File: src/xcfr_pkg.sv
`default_nettype none

package xcfr_pkg;

  // default for the largest number of data bytes in one frame
  localparam int MAX_DATA_BYTES_DEF = 32;

  // start, command, length, checksum and end
  localparam int FRAME_OVERHEAD = 5;
  // start, command and length come before the data
  localparam int HEADER_BYTES = 3;

  // marker values after reset
  localparam logic [7:0] START_MARKER_RESET = 8'hAA;
  localparam logic [7:0] END_MARKER_RESET   = 8'h55;

  // configuration register indexes
  localparam logic REG_START_MARKER = 1'b0;
  localparam logic REG_END_MARKER   = 1'b1;

  // result kinds
  localparam logic KIND_CONTENT  = 1'b0;
  localparam logic KIND_CHECKSUM = 1'b1;

  // one closed frame that produces results
  typedef struct packed {
    logic       err;
    logic [7:0] command;
    logic [7:0] length;
    logic       bank;
  } frame_desc_t;

  // back end sequencer
  typedef enum logic [1:0] {
    BK_IDLE,
    BK_FETCH,
    BK_SHOW
  } back_state_t;

endpackage

`default_nettype wire

File: src/xcfr_queue.sv
`default_nettype none

module xcfr_queue
  import xcfr_pkg::*;
(
  input  wire         clk,
  input  wire         rst,
  input  wire         push,
  input  frame_desc_t push_desc,
  input  wire         pop,
  output frame_desc_t head,
  output logic        head_valid,
  output logic        full
);

  // two entries, written and read in turn
  frame_desc_t entry [2];
  logic        wr_ptr;
  logic        rd_ptr;
  logic [1:0]  count;

  // entry writes
  always_ff @(posedge clk) begin
    if (push) begin
      entry[wr_ptr] <= push_desc;
    end
  end

  // pointers and fill count
  always_ff @(posedge clk) begin
    if (rst) begin
      wr_ptr <= 1'b0;
      rd_ptr <= 1'b0;
      count  <= 2'd0;
    end else begin
      if (push) begin
        wr_ptr <= ~wr_ptr;
      end
      if (pop) begin
        rd_ptr <= ~rd_ptr;
      end
      case ({push, pop})
        2'b10:   count <= count + 2'd1;
        2'b01:   count <= count - 2'd1;
        default: count <= count;
      endcase
    end
  end

  assign head       = entry[rd_ptr];
  assign head_valid = (count != 2'd0);
  assign full       = (count == 2'd2);

endmodule

`default_nettype wire

File: src/xcfr_front.sv
`default_nettype none

module xcfr_front
  import xcfr_pkg::*;
#(
  parameter int MAX_DATA_BYTES = MAX_DATA_BYTES_DEF,
  localparam int IW = (MAX_DATA_BYTES > 1) ? $clog2(MAX_DATA_BYTES) : 1
)
(
  input  wire                 clk,
  input  wire                 rst,
  input  wire                 cfg_we,
  input  wire                 cfg_index,
  input  wire  [7:0]          cfg_data,
  input  wire                 rx_valid,
  output logic                rx_ready,
  input  wire  [7:0]          rx_byte,
  input  wire                 q_full,
  output logic                push,
  output frame_desc_t         push_desc,
  output logic                st_we,
  output logic [IW:0]         st_addr,
  output logic [7:0]          st_data
);

  localparam int CW = $clog2(MAX_DATA_BYTES + FRAME_OVERHEAD + 1);

  logic [7:0]    start_marker;
  logic [7:0]    end_marker;
  logic          in_frame;
  logic [CW-1:0] byte_count;
  logic [7:0]    frame_command;
  logic [7:0]    length_field;
  logic [7:0]    xor_sum;
  logic          bank;

  logic          take;
  logic [CW-1:0] count_next;
  logic          is_end;
  logic          frame_ok;
  logic          overflow;
  logic          is_data;

  // marker registers
  always_ff @(posedge clk) begin
    if (rst) begin
      start_marker <= START_MARKER_RESET;
      end_marker   <= END_MARKER_RESET;
    end else if (cfg_we) begin
      case (cfg_index)
        REG_START_MARKER: start_marker <= cfg_data;
        REG_END_MARKER:   end_marker   <= cfg_data;
        default:          start_marker <= start_marker;
      endcase
    end
  end

  // hold off while the queue holds two closed frames
  assign rx_ready = ~q_full;
  assign take     = rx_valid & rx_ready;

  // classify the word
  assign count_next = byte_count + CW'(1);
  assign is_end     = (rx_byte == end_marker);
  assign frame_ok   = ({1'b0, length_field} <= 9'(MAX_DATA_BYTES)) &&
                      (9'(count_next) == ({1'b0, length_field} + 9'(FRAME_OVERHEAD)));
  assign overflow   = (count_next >= CW'(MAX_DATA_BYTES + FRAME_OVERHEAD));
  assign is_data    = (byte_count >= CW'(HEADER_BYTES)) &&
                      (byte_count < CW'(HEADER_BYTES + MAX_DATA_BYTES));

  // closed frame goes to the back end
  assign push                = take & in_frame & is_end & frame_ok;
  assign push_desc.err       = (xor_sum != 8'd0);
  assign push_desc.command   = frame_command;
  assign push_desc.length    = length_field;
  assign push_desc.bank      = bank;

  // data byte into the current bank
  assign st_we   = take & in_frame & ~is_end & ~overflow & is_data;
  assign st_addr = {bank, IW'(byte_count - CW'(HEADER_BYTES))};
  assign st_data = rx_byte;

  // frame collection
  always_ff @(posedge clk) begin
    if (rst) begin
      in_frame      <= 1'b0;
      byte_count    <= '0;
      frame_command <= 8'd0;
      length_field  <= 8'd0;
      xor_sum       <= 8'd0;
      bank          <= 1'b0;
    end else if (take) begin
      if (!in_frame) begin
        if (rx_byte == start_marker) begin
          in_frame      <= 1'b1;
          byte_count    <= CW'(1);
          frame_command <= 8'd0;
          length_field  <= 8'd0;
          xor_sum       <= 8'd0;
        end
      end else if (is_end || overflow) begin
        in_frame   <= 1'b0;
        byte_count <= '0;
        // a data frame leaves its bank to the back end
        if (push && (xor_sum == 8'd0) && (length_field != 8'd0)) begin
          bank <= ~bank;
        end
      end else begin
        byte_count <= count_next;
        xor_sum    <= xor_sum ^ rx_byte;
        if (byte_count == CW'(1)) begin
          frame_command <= rx_byte;
        end
        if (byte_count == CW'(2)) begin
          length_field <= rx_byte;
        end
      end
    end
  end

endmodule

`default_nettype wire

File: src/xcfr_back.sv
`default_nettype none

module xcfr_back
  import xcfr_pkg::*;
#(
  parameter int MAX_DATA_BYTES = MAX_DATA_BYTES_DEF,
  localparam int IW = (MAX_DATA_BYTES > 1) ? $clog2(MAX_DATA_BYTES) : 1
)
(
  input  wire                 clk,
  input  wire                 rst,
  input  wire                 st_we,
  input  wire  [IW:0]         st_addr,
  input  wire  [7:0]          st_data,
  input  frame_desc_t         head,
  input  wire                 head_valid,
  output logic                pop,
  output logic                res_valid,
  input  wire                 res_ready,
  output logic                kind,
  output logic [7:0]          command,
  output logic [5:0]          data_len,
  output logic [4:0]          data_index,
  output logic [7:0]          data_byte,
  output logic                has_data,
  output logic                last
);

  // two banks of frame data
  logic [7:0]  store [2**(IW+1)];
  logic [7:0]  rd_data;
  logic        rd_en;

  back_state_t state;
  back_state_t state_next;
  logic [IW-1:0] idx;
  logic        head_data;
  logic        head_last;

  // store write and registered read
  always_ff @(posedge clk) begin
    if (st_we) begin
      store[st_addr] <= st_data;
    end
    if (rd_en) begin
      rd_data <= store[{head.bank, idx}];
    end
  end

  assign head_data = ~head.err & (head.length != 8'd0);
  assign head_last = ~head_data | ((8'(idx) + 8'd1) == head.length);

  // next state
  always_comb begin
    state_next = state;
    case (state)
      BK_IDLE: begin
        if (head_valid) begin
          state_next = head_data ? BK_FETCH : BK_SHOW;
        end
      end
      BK_FETCH: state_next = BK_SHOW;
      BK_SHOW: begin
        if (res_ready) begin
          state_next = head_last ? BK_IDLE : BK_FETCH;
        end
      end
      default: state_next = BK_IDLE;
    endcase
  end

  // state outputs
  always_comb begin
    rd_en     = 1'b0;
    res_valid = 1'b0;
    pop       = 1'b0;
    case (state)
      BK_FETCH: rd_en = 1'b1;
      BK_SHOW: begin
        res_valid = 1'b1;
        pop       = res_ready & head_last;
      end
      default: begin
        rd_en = 1'b0;
      end
    endcase
  end

  // state and data index
  always_ff @(posedge clk) begin
    if (rst) begin
      state <= BK_IDLE;
      idx   <= '0;
    end else begin
      state <= state_next;
      if (state == BK_IDLE) begin
        idx <= '0;
      end else if ((state == BK_SHOW) && res_ready && !head_last) begin
        idx <= idx + IW'(1);
      end
    end
  end

  // result word
  assign kind       = head.err ? KIND_CHECKSUM : KIND_CONTENT;
  assign command    = head.command;
  assign data_len   = head.length[5:0];
  assign has_data   = head_data;
  assign data_index = head_data ? 5'(idx) : 5'd0;
  assign data_byte  = head_data ? rd_data : 8'd0;
  assign last       = head_last;

endmodule

`default_nettype wire

File: src/xor_checked_frame_receiver_top.sv
`default_nettype none

// Frame receiver for marker-delimited byte frames: start marker, command,
// length, length data bytes, XOR checksum of command, length and data, end
// marker. The front end takes a received byte while rx_valid and rx_ready
// are both high. A good frame comes out as one word per data byte (one word
// with has_data low if it has no data), a checksum failure as one word with
// kind set; frames of wrong size, too long or overflowing are dropped. For
// each data word the back end reads the store, then shows the word until
// res_ready takes it; error and empty frames skip the store read. Data sits
// in two store banks; the front end keeps collecting while fewer than two
// closed frames wait and stalls rx_ready only when two wait. Marker registers
// are written through cfg_we/cfg_index/cfg_data and act on the next byte.
module xor_checked_frame_receiver_top
  import xcfr_pkg::*;
#(
  parameter int MAX_DATA_BYTES = MAX_DATA_BYTES_DEF
)
(
  input  wire        clk,
  input  wire        rst,
  input  wire        cfg_we,
  input  wire        cfg_index,
  input  wire  [7:0] cfg_data,
  input  wire        rx_valid,
  output logic       rx_ready,
  input  wire  [7:0] rx_byte,
  output logic       res_valid,
  input  wire        res_ready,
  output logic       kind,
  output logic [7:0] command,
  output logic [5:0] data_len,
  output logic [4:0] data_index,
  output logic [7:0] data_byte,
  output logic       has_data,
  output logic       last
);

  localparam int IW = (MAX_DATA_BYTES > 1) ? $clog2(MAX_DATA_BYTES) : 1;

  logic        q_full;
  logic        push;
  frame_desc_t push_desc;
  frame_desc_t head;
  logic        head_valid;
  logic        pop;
  logic        st_we;
  logic [IW:0] st_addr;
  logic [7:0]  st_data;

  // byte collection and frame checks
  xcfr_front #(
    .MAX_DATA_BYTES(MAX_DATA_BYTES)
  ) u_front (
    .clk       (clk),
    .rst       (rst),
    .cfg_we    (cfg_we),
    .cfg_index (cfg_index),
    .cfg_data  (cfg_data),
    .rx_valid  (rx_valid),
    .rx_ready  (rx_ready),
    .rx_byte   (rx_byte),
    .q_full    (q_full),
    .push      (push),
    .push_desc (push_desc),
    .st_we     (st_we),
    .st_addr   (st_addr),
    .st_data   (st_data)
  );

  // closed frames waiting for output
  xcfr_queue u_queue (
    .clk        (clk),
    .rst        (rst),
    .push       (push),
    .push_desc  (push_desc),
    .pop        (pop),
    .head       (head),
    .head_valid (head_valid),
    .full       (q_full)
  );

  // result emission
  xcfr_back #(
    .MAX_DATA_BYTES(MAX_DATA_BYTES)
  ) u_back (
    .clk        (clk),
    .rst        (rst),
    .st_we      (st_we),
    .st_addr    (st_addr),
    .st_data    (st_data),
    .head       (head),
    .head_valid (head_valid),
    .pop        (pop),
    .res_valid  (res_valid),
    .res_ready  (res_ready),
    .kind       (kind),
    .command    (command),
    .data_len   (data_len),
    .data_index (data_index),
    .data_byte  (data_byte),
    .has_data   (has_data),
    .last       (last)
  );

endmodule

`default_nettype wire
File: config.mk
export PLATFORM = sky130hd
export DESIGN_NAME = xor_checked_frame_receiver_top
export DESIGN_NICKNAME = d
export VERILOG_FILES = /design/src/xcfr_pkg.sv /design/src/xcfr_queue.sv /design/src/xcfr_front.sv /design/src/xcfr_back.sv /design/src/xor_checked_frame_receiver_top.sv
export SDC_FILE = /design/constraint.sdc
export NUM_CORES = 1
export LEC_CHECK = 0
export ABC_AREA = 1
export BUFFER_PORTS_ARGS = -buffer_cell sky130_fd_sc_hd__clkbuf_2
export CAP_MARGIN = 20
export CORE_UTILIZATION = 35
export CTS_BUF_LIST = sky130_fd_sc_hd__clkbuf_2
export DETAILED_ROUTE_END_ITERATION = 6
export SYNTH_ARGS = -nofsm -noshare
export SYNTH_HDL_FRONTEND = slang
export SYNTH_SLANG_ARGS = --single-unit
File: constraint.sdc
create_clock -name clk -period 3.1 [get_ports clk]
set_input_delay 0 -clock clk [delete_from_list [all_inputs] [get_ports clk]]
set_output_delay 0 -clock clk [all_outputs]
set_load 0.02 [all_outputs]
==> results of run 1 <==
[critical path, cell delays in order (launching register included)]
cell and delay (ns):
dfxtp_4 0.38, buf_12 0.13, inv_12 0.03, or2_0 0.20, o21ai_2 0.07, inv_2 0.06
nor2_4 0.14, clkinvlp_4 0.12, buf_12 0.16, buf_12 0.15, nor2_4 0.10, buf_8 0.11
[final timing paths]
path                       startpoint                   end  slack, ns  cells after the start
max                          register         data_index[2]       0.09                     11
max reg2reg     u_front.byte_count[1]    u_front.xor_sum[5]       0.21                     13
min reg2reg  u_front.frame_command[3]  u_queue.entry[1][12]       0.47                      0
min                        rx_byte[7]        u_queue.wr_ptr       0.19                     10
[sequential cells by signal (all words and copies together), names as in the netlist, named ones only]
signal                 cells
u_front.xor_sum            8
u_back.store             512
u_front.bank               1
u_front.end_marker         8
u_front.byte_count         6
u_queue.entry             36
u_queue.wr_ptr             1
u_back.idx                 5
u_back.state               2
u_front.length_field       8
u_back.rd_data             8
u_queue.count              2
u_front.in_frame           1
u_front.start_marker       8
u_front.frame_command      8
u_queue.rd_ptr             1
[final cells by class]
type / count / area (um^2)
inverter: 97 / 393
tap: 950 / 1190
clock buffer: 213 / 1070
clock inverter: 48 / 357
fill: 6921 / 41600
antenna: 6 / 15.0
multi-input combinational: 1395 / 6900
sequential: 616 / 17900
timing repair buffer: 275 / 2400
[power by group through the flow]
| stage | clock [mW] | sequential, mW | combinational (mW) |
|---|---|---|---|
| 6_report | 5.61 | 9.04 | 0.385 |
| 3_5_place_dp | 0 | 9.23 | 0.301 |
| 5_1_grt | 6.15 | 9.05 | 0.412 |
| 3_3_place_gp | 0 | 9.23 | 0.303 |
| 2_1_floorplan | 0 | 9.23 | 0.0806 |
| 4_1_cts | 5.77 | 9.04 | 0.383 |
[layout by cell type (no fill, tap or decap), drive strengths merged, types with 36 or more instances in the layout]
master,instances
clkinv,36
dlygate4sd3,83
dfxtp,60
nand2,276
inv,100
o211ai,73
o221ai,40
o21ai,288
edfxtp,556
nor2,461
o22ai,48
clkbuf,250
nand3,128
buf,155
[metal layers]
metal / up-vias / share of wire / wire [um] / track usage
li1: 8684 / - / - / -
met1: 9050 / 0.42 / 31100 / 0.268
met2: 910 / 0.47 / 34600 / 0.317
met3: 116 / 0.082 / 6040 / 0.0398
met4: 0 / 0.023 / 1710 / 0.0779
met5: - / 0 / 0 / 0
[per-stage QoR]
step | power, mW | setup slack (ns) | area (um^2)
2_1_floorplan | 9.31 | 0.343 | 25600
3_3_place_gp | 9.54 | 0.376 | 27500
3_5_place_dp | 9.54 | 0.353 | 27500
4_1_cts | 15.2 | -0.0421 | 30100
5_1_grt | 15.6 | -0.0416 | 30200
6_report | 15.0 | 0.0928 | 30200
[repair_timing]
| item | CTS | global route |
|---|---|---|
| setup endpoints to repair | 15 | 18 |
| gates resized for setup | 67 | 31 |
| cloned | 1 | 0 |
| setup buffers | 10 | 6 |
| endpoints found under the hold margin | 1120 | 0 |
| pin swaps | 1 | 3 |
| hold buffers | 85 | 0 |
[cells by family (layout without fill, tap and decap cells)]
group | Yosys count | count (layout) | share of synthesized area
AO/OA/AOI/OAI | 473 | 473 | 0.108
XOR/XNOR | 28 | 28 | 0.00959
adder cells (fa/ha/maj) | 8 | 8 | 0.00391
buffers and inverters | 223 | 633 | 0.0364
flip-flops | 616 | 616 | 0.700
other | 0 | 6 | 0
AND/OR/NAND/NOR | 886 | 886 | 0.142
==> impl_results.md, run 1 <==
* Status: completed
* Post-Syn Instances at 2,234
* Vias in the first global route at 18,900
* Cell Count Post-Placement at 3,233
* Max Freq at 333 MHz
* All-Layer GR Usage at 0.199
* Total global routing overflow at 0
* Via count at 18,800
* IO Port Bufs at 53
* Chip width at 272 um
* WS Path Type: register to primary output
* Commonest cells post-synth: edfxtp_1 (556), nor2_1 (456), o21ai_0 (275)
* RSZ-0062 raised after global routing: yes
* Post-synth ARST share at 0
* H-tree depth at 4
* Clk sinks at 616
* Min-Delay Path Class: input port to register
* Post-synth net total at 2,264
* Largest area contributor in the netlist: edfxtp_1
* Max transition margin at 0.340
* Worst EP arrival at 3.01 ns
* Worst vdd ir at 282 uV
* Part of the Yosys area used for sequential elements at 0.700
* Yosys warnings at 0
* Site Rows at 98
* CTS Buffer Depth at 3
* Cell-internal power at 11.5 mW
* Die area at 74,200 um^2
* Synth area leaders: edfxtp_1 (65%), nor2_1 (6.7%), o21ai_0 (5.4%), dfxtp_1 (4.7%), nand2_1 (3.8%)
* Ports at 54
* Drt first pass iters at 6
* Post-Layout Cell Count at 3,600
* Reg clk slew, reported paths at 0.11 ns
* # DRC at 0
* Fin crit share at 0.970
* Switching pwr at 3.54 mW
* Max-slew violation total from the final report at 0
* Initial antenna violation count at 6
* Mapped Avg Cell Area at 11.4 um^2
* WHS at 0.189 ns
* Pwr Density at 497 nW/um^2
* Comb power frac at 0.026
* DR WL/cell at 20.4 um
* DP HPWL at 43.7 mm
* Root Buffer: clkbuf_2
* Largest net degree at the start of global routing at 138
* Starting Density at 0.356
* Drt first-iter violations at 2,141
* Crit path time final at 3.01 ns
* Critical path capture point type: primary output
* Share of the synthesized area in the top cell type at 0.653
* Core area at 71,900 um^2
* Most used flip-flop cell after synthesis: edfxtp_1
* Critical Path RT at 3.10 ns
* Slew @ Worst Pin at 0.981 ns
* Global-route wire length before repair at 111 mm
* Final hold vios at 0
* Count leader, synth: edfxtp_1
* Mapped Area at 25,600 um^2
* Die Ht at 272 um
* Number of synthesized flops with an enable pin at 556
* TritonCTS clock tree: yes
* Synthesis-to-layout area growth at 18.2%
* Layout cells sized above 1 at 0.189
* DRT antenna net count at 0
* Flop pwr share at 0.601
* Final setup viols at 0
* Worst-Skew Late Latency at 1.41 ns
* Setup_tns at 0 ns
* Fin nets at 2,567
* Max_cap viols at 0
* Vias/cell at 5.21
* Cell variety after synth at 39
* Num CTS Buffers at 152
* Fin util at 0.421
* Pleak at 10.9 nW
* Placer Congestion at 0.867
* Switching Share at 0.235
* Final WL at 73.5 mm
* #FFs+latches synth at 616
* Critical Path Source Type: register
* Worst Skew at 0.118 ns
* Clock Power Share at 0.373
* Crit-path max FO at 6
(Power assumes the default switching activity.)
==> run 2, diff against run 1 <==
--- a/config.mk
+++ b/config.mk
@@ -7,10 +7,10 @@
 export LEC_CHECK = 0
 export ABC_AREA = 1
 export BUFFER_PORTS_ARGS = -buffer_cell sky130_fd_sc_hd__clkbuf_2
-export CAP_MARGIN = 20
 export CORE_UTILIZATION = 35
 export CTS_BUF_LIST = sky130_fd_sc_hd__clkbuf_2
 export DETAILED_ROUTE_END_ITERATION = 6
+export GPL_TIMING_DRIVEN = 0
 export SYNTH_ARGS = -nofsm -noshare
 export SYNTH_HDL_FRONTEND = slang
 export SYNTH_SLANG_ARGS = --single-unit
==> run 2 against run 1 <==
Net effect: the flow now finishes with violations (capacitance limit, slew limit, setup timing); routed wire length rose by 31%; worst setup slack lost 0.11 ns; power about the same; fmax shrank 3.4%; clock skew down 0.031 ns; non-clock buffer count grew 69; clock power about the same; die area unchanged; flip-flop and latch count is the same; cell area rose by 4.3%; combinational power increased by 2%; largest cell class unchanged; sequential power is essentially flat.
==> impl_results.md, run 2 (synthesis results as in run 1) <==
* Die area at 74,200 um^2 (unchanged)
* Regs by FF count: u_back.store: 512 flops, u_queue.entry: 36 flops (unchanged)
* TritonCTS clock tree: yes (unchanged)
* Fin crit share at 1.00 (was 0.970)
* Ports at 54 (unchanged)
* Layout cells sized above 1 at 0.215 (was 0.189)
* Placed Instance Area at 27,200 um^2 (was 27,500 um^2)
* Max-slew violation total from the final report at 9 (was 0)
* Crit path time final at 3.11 ns (was 3.01 ns)
* Via count at 20,400 (was 18,800)
* Buf/Inv on CP at 4 (was 7)
* Worst EP arrival at 4.33 ns (was 3.01 ns)
* Commonest non-fill, non-tap cell in the layout: edfxtp_1 (unchanged)
* Status: finished with violations (was completed)
* Slew @ Worst Pin at 1.53 ns (was 0.981 ns)
* # DRC at 0 (unchanged)
* CTS Buffer Depth at 3 (unchanged)
* DP HPWL at 60.8 mm (was 43.7 mm)
* Final setup viols at 3 (was 0)
* Global-route wire length before repair at 134 mm (was 111 mm)
* Drt first pass iters at 6 (unchanged)
* IO Port Bufs at 53 (unchanged)
* Crit-path max FO at 19 (was 6)
* Reg clk slew, reported paths at 0.11 ns (about the same)
* Largest net degree at the start of global routing at 70 (was 138)
* Pleak at 11.2 nW (was 10.9 nW)
* Final WL at 96.1 mm (was 73.5 mm)
* Worst Skew at 0.0863 ns (was 0.118 ns)
* Pwr Density at 477 nW/um^2 (was 497 nW/um^2)
* Vias/cell at 5.55 (was 5.21)
* All-Layer GR Usage at 0.256 (was 0.199)
* Max Freq at 321 MHz (was 333 MHz)
* Site Rows at 98 (unchanged)
* WS Path Type: register to register (was register to primary output)
* Critical Path RT at 4.32 ns (was 3.10 ns)
* Vias in the first global route at 19,600 (was 18,900)
* Min-Delay Path Class: input port to register (unchanged)
* Starting Density at 0.356 (unchanged)
* Synthesis-to-layout area growth at 23.3% (was 18.2%)
* Largest delay contributor family on the critical path: buffers and inverters (unchanged)
* Slowest CP cell: clkbuf_1 (was dfxtp_4)
* H-tree depth at 4 (unchanged)
* Non-Filler Cell Area, Final at 31,500 um^2 (was 30,200 um^2)
* CP peak stage delay at 0.71 ns (was 0.38 ns)
* Core area at 71,900 um^2 (unchanged)
* Max transition margin at -0.0265 (was 0.340)
* Max reg flops at 512 (unchanged)
* Critical Path Source Type: register (unchanged)
* DRT antenna net count at 0 (unchanged)
* Biggest register: u_back.store (unchanged)
* Cell Count Post-Placement at 3,244 (was 3,233)
* Fin nets at 2,640 (was 2,567)
* Total global routing overflow at 0 (unchanged)
* Critical path capture point type: register (was primary output)
* Drt first-iter violations at 2,526 (was 2,141)
* DR WL/cell at 26.1 um (was 20.4 um)
* Worst vdd ir at 290 uV (was 282 uV)
* Chip width at 272 um (unchanged)
* Violated checks: capacitance limit, slew limit, setup timing
* Placer Congestion at 0.995 (was 0.867)
* RSZ-0062 raised after global routing: yes (unchanged)
* Commonest non-fill, non-tap cells in the layout: edfxtp_1 (556), nor2_1 (373), o21ai_0 (272) (was edfxtp_1 (556), nor2_1 (438), o21ai_0 (272))
* Critical-path cell list: buf_4, inv_2, buf_4, clkbuf_1, o21ai_0, o211ai_1, o211ai_1, nand3_1, nand3_1, nand2_1 (was buf_12, inv_12, or2_0, o21ai_2, inv_2, nor2_4, clkinvlp_4, buf_12, buf_12, nor2_4, buf_8)
* Post-Layout Cell Count at 3,681 (was 3,600)
* Clk sinks at 616 (unchanged)
* Root Buffer: clkbuf_2 (unchanged)
* Max_cap viols at 1 (was 0)
* Initial antenna violation count at 5 (was 6)
* Final hold vios at 0 (unchanged)
* Num CTS Buffers at 156 (was 152)
* Die Ht at 272 um (unchanged)
* Setup ws final at -0.0134 ns (was 0.0928 ns)
* Worst-Skew Late Latency at 1.42 ns (was 1.41 ns)
run 2: final timing paths:
kind	from	depth (start not counted)	slack, ns	to
setup reg to reg	u_back.idx[1]	10	-0.01	u_back.rd_data[4]
hold / removal	rx_byte[4]	4	0.16	u_back.store[51][4]
setup / recovery	u_back.idx[1]	10	-0.01	u_back.rd_data[4]
hold reg to reg	u_front.frame_command[5]	0	0.46	u_queue.entry[0][14]
run 2: what timing repair did:
| action | CTS | global route |
|---|---|---|
| endpoints found under the hold margin | 1044 | 0 |
| setup buffers | 48 | 31 |
| pin swaps | 27 | 23 |
| setup endpoints to repair | 526 | 337 |
| gates cloned | 2 | 0 |
| resized for setup | 233 | 41 |
| hold buffers | 78 | 0 |
run 2: area by class of cell:
type	instances	area [um^2]
tap	950	1190
clock inverter	59	350
fill	6704	40300
sequential	616	17900
antenna	7	17.5
multi-input combinational	1395	7530
inverter	97	380
timing repair buffer	219	2500
clock buffer	213	1070
buffer	125	588
run 2: stage by stage:
stage | util | setup WS [ns] | setup TNS (ns) | power [mW] | hold WS (ns)
2_1_floorplan | - | 0.343 | 0 | 9.31 | 0.0691
3_3_place_gp | 0.376 | -1.06 | -410.39 | 9.49 | 0.232
3_5_place_dp | 0.379 | -0.659 | -182.08 | 9.51 | 0.241
4_1_cts | 0.431 | -0.0649 | -0.580 | 15.1 | 0.0655
5_1_grt | 0.439 | -0.101 | -0.997 | 15.5 | 0.130
6_report | 0.439 | -0.0134 | -0.0266 | 15.0 | 0.165
run 2: routing by layer:
metal / up-vias / wire length [um] / track usage
met2: 1272 / 44000 / 0.396
met3: 265 / 10100 / 0.0649
met1: 10000 / 37500 / 0.331
met4: 0 / 4580 / 0.135
met5: - / 0 / 0
li1: 8859 / - / -
run 2: tightest hold or removal path, cell delays in order:
cell and delay, ns:
dlygate4sd3_1 0.51, dlygate4sd3_1 0.55, clkbuf_4 0.15, buf_12 0.19
run 2: power breakdown:
| group | leakage, nW | internal (mW) | switching [mW] |
|---|---|---|---|
| Combinational | 4.63 | 0.142 | 0.249 |
| Clock | 1.05 | 2.14 | 3.47 |
| Sequential | 5.49 | 9.03 | 0.0126 |
| Total | 11.2 | 11.3 | 3.73 |
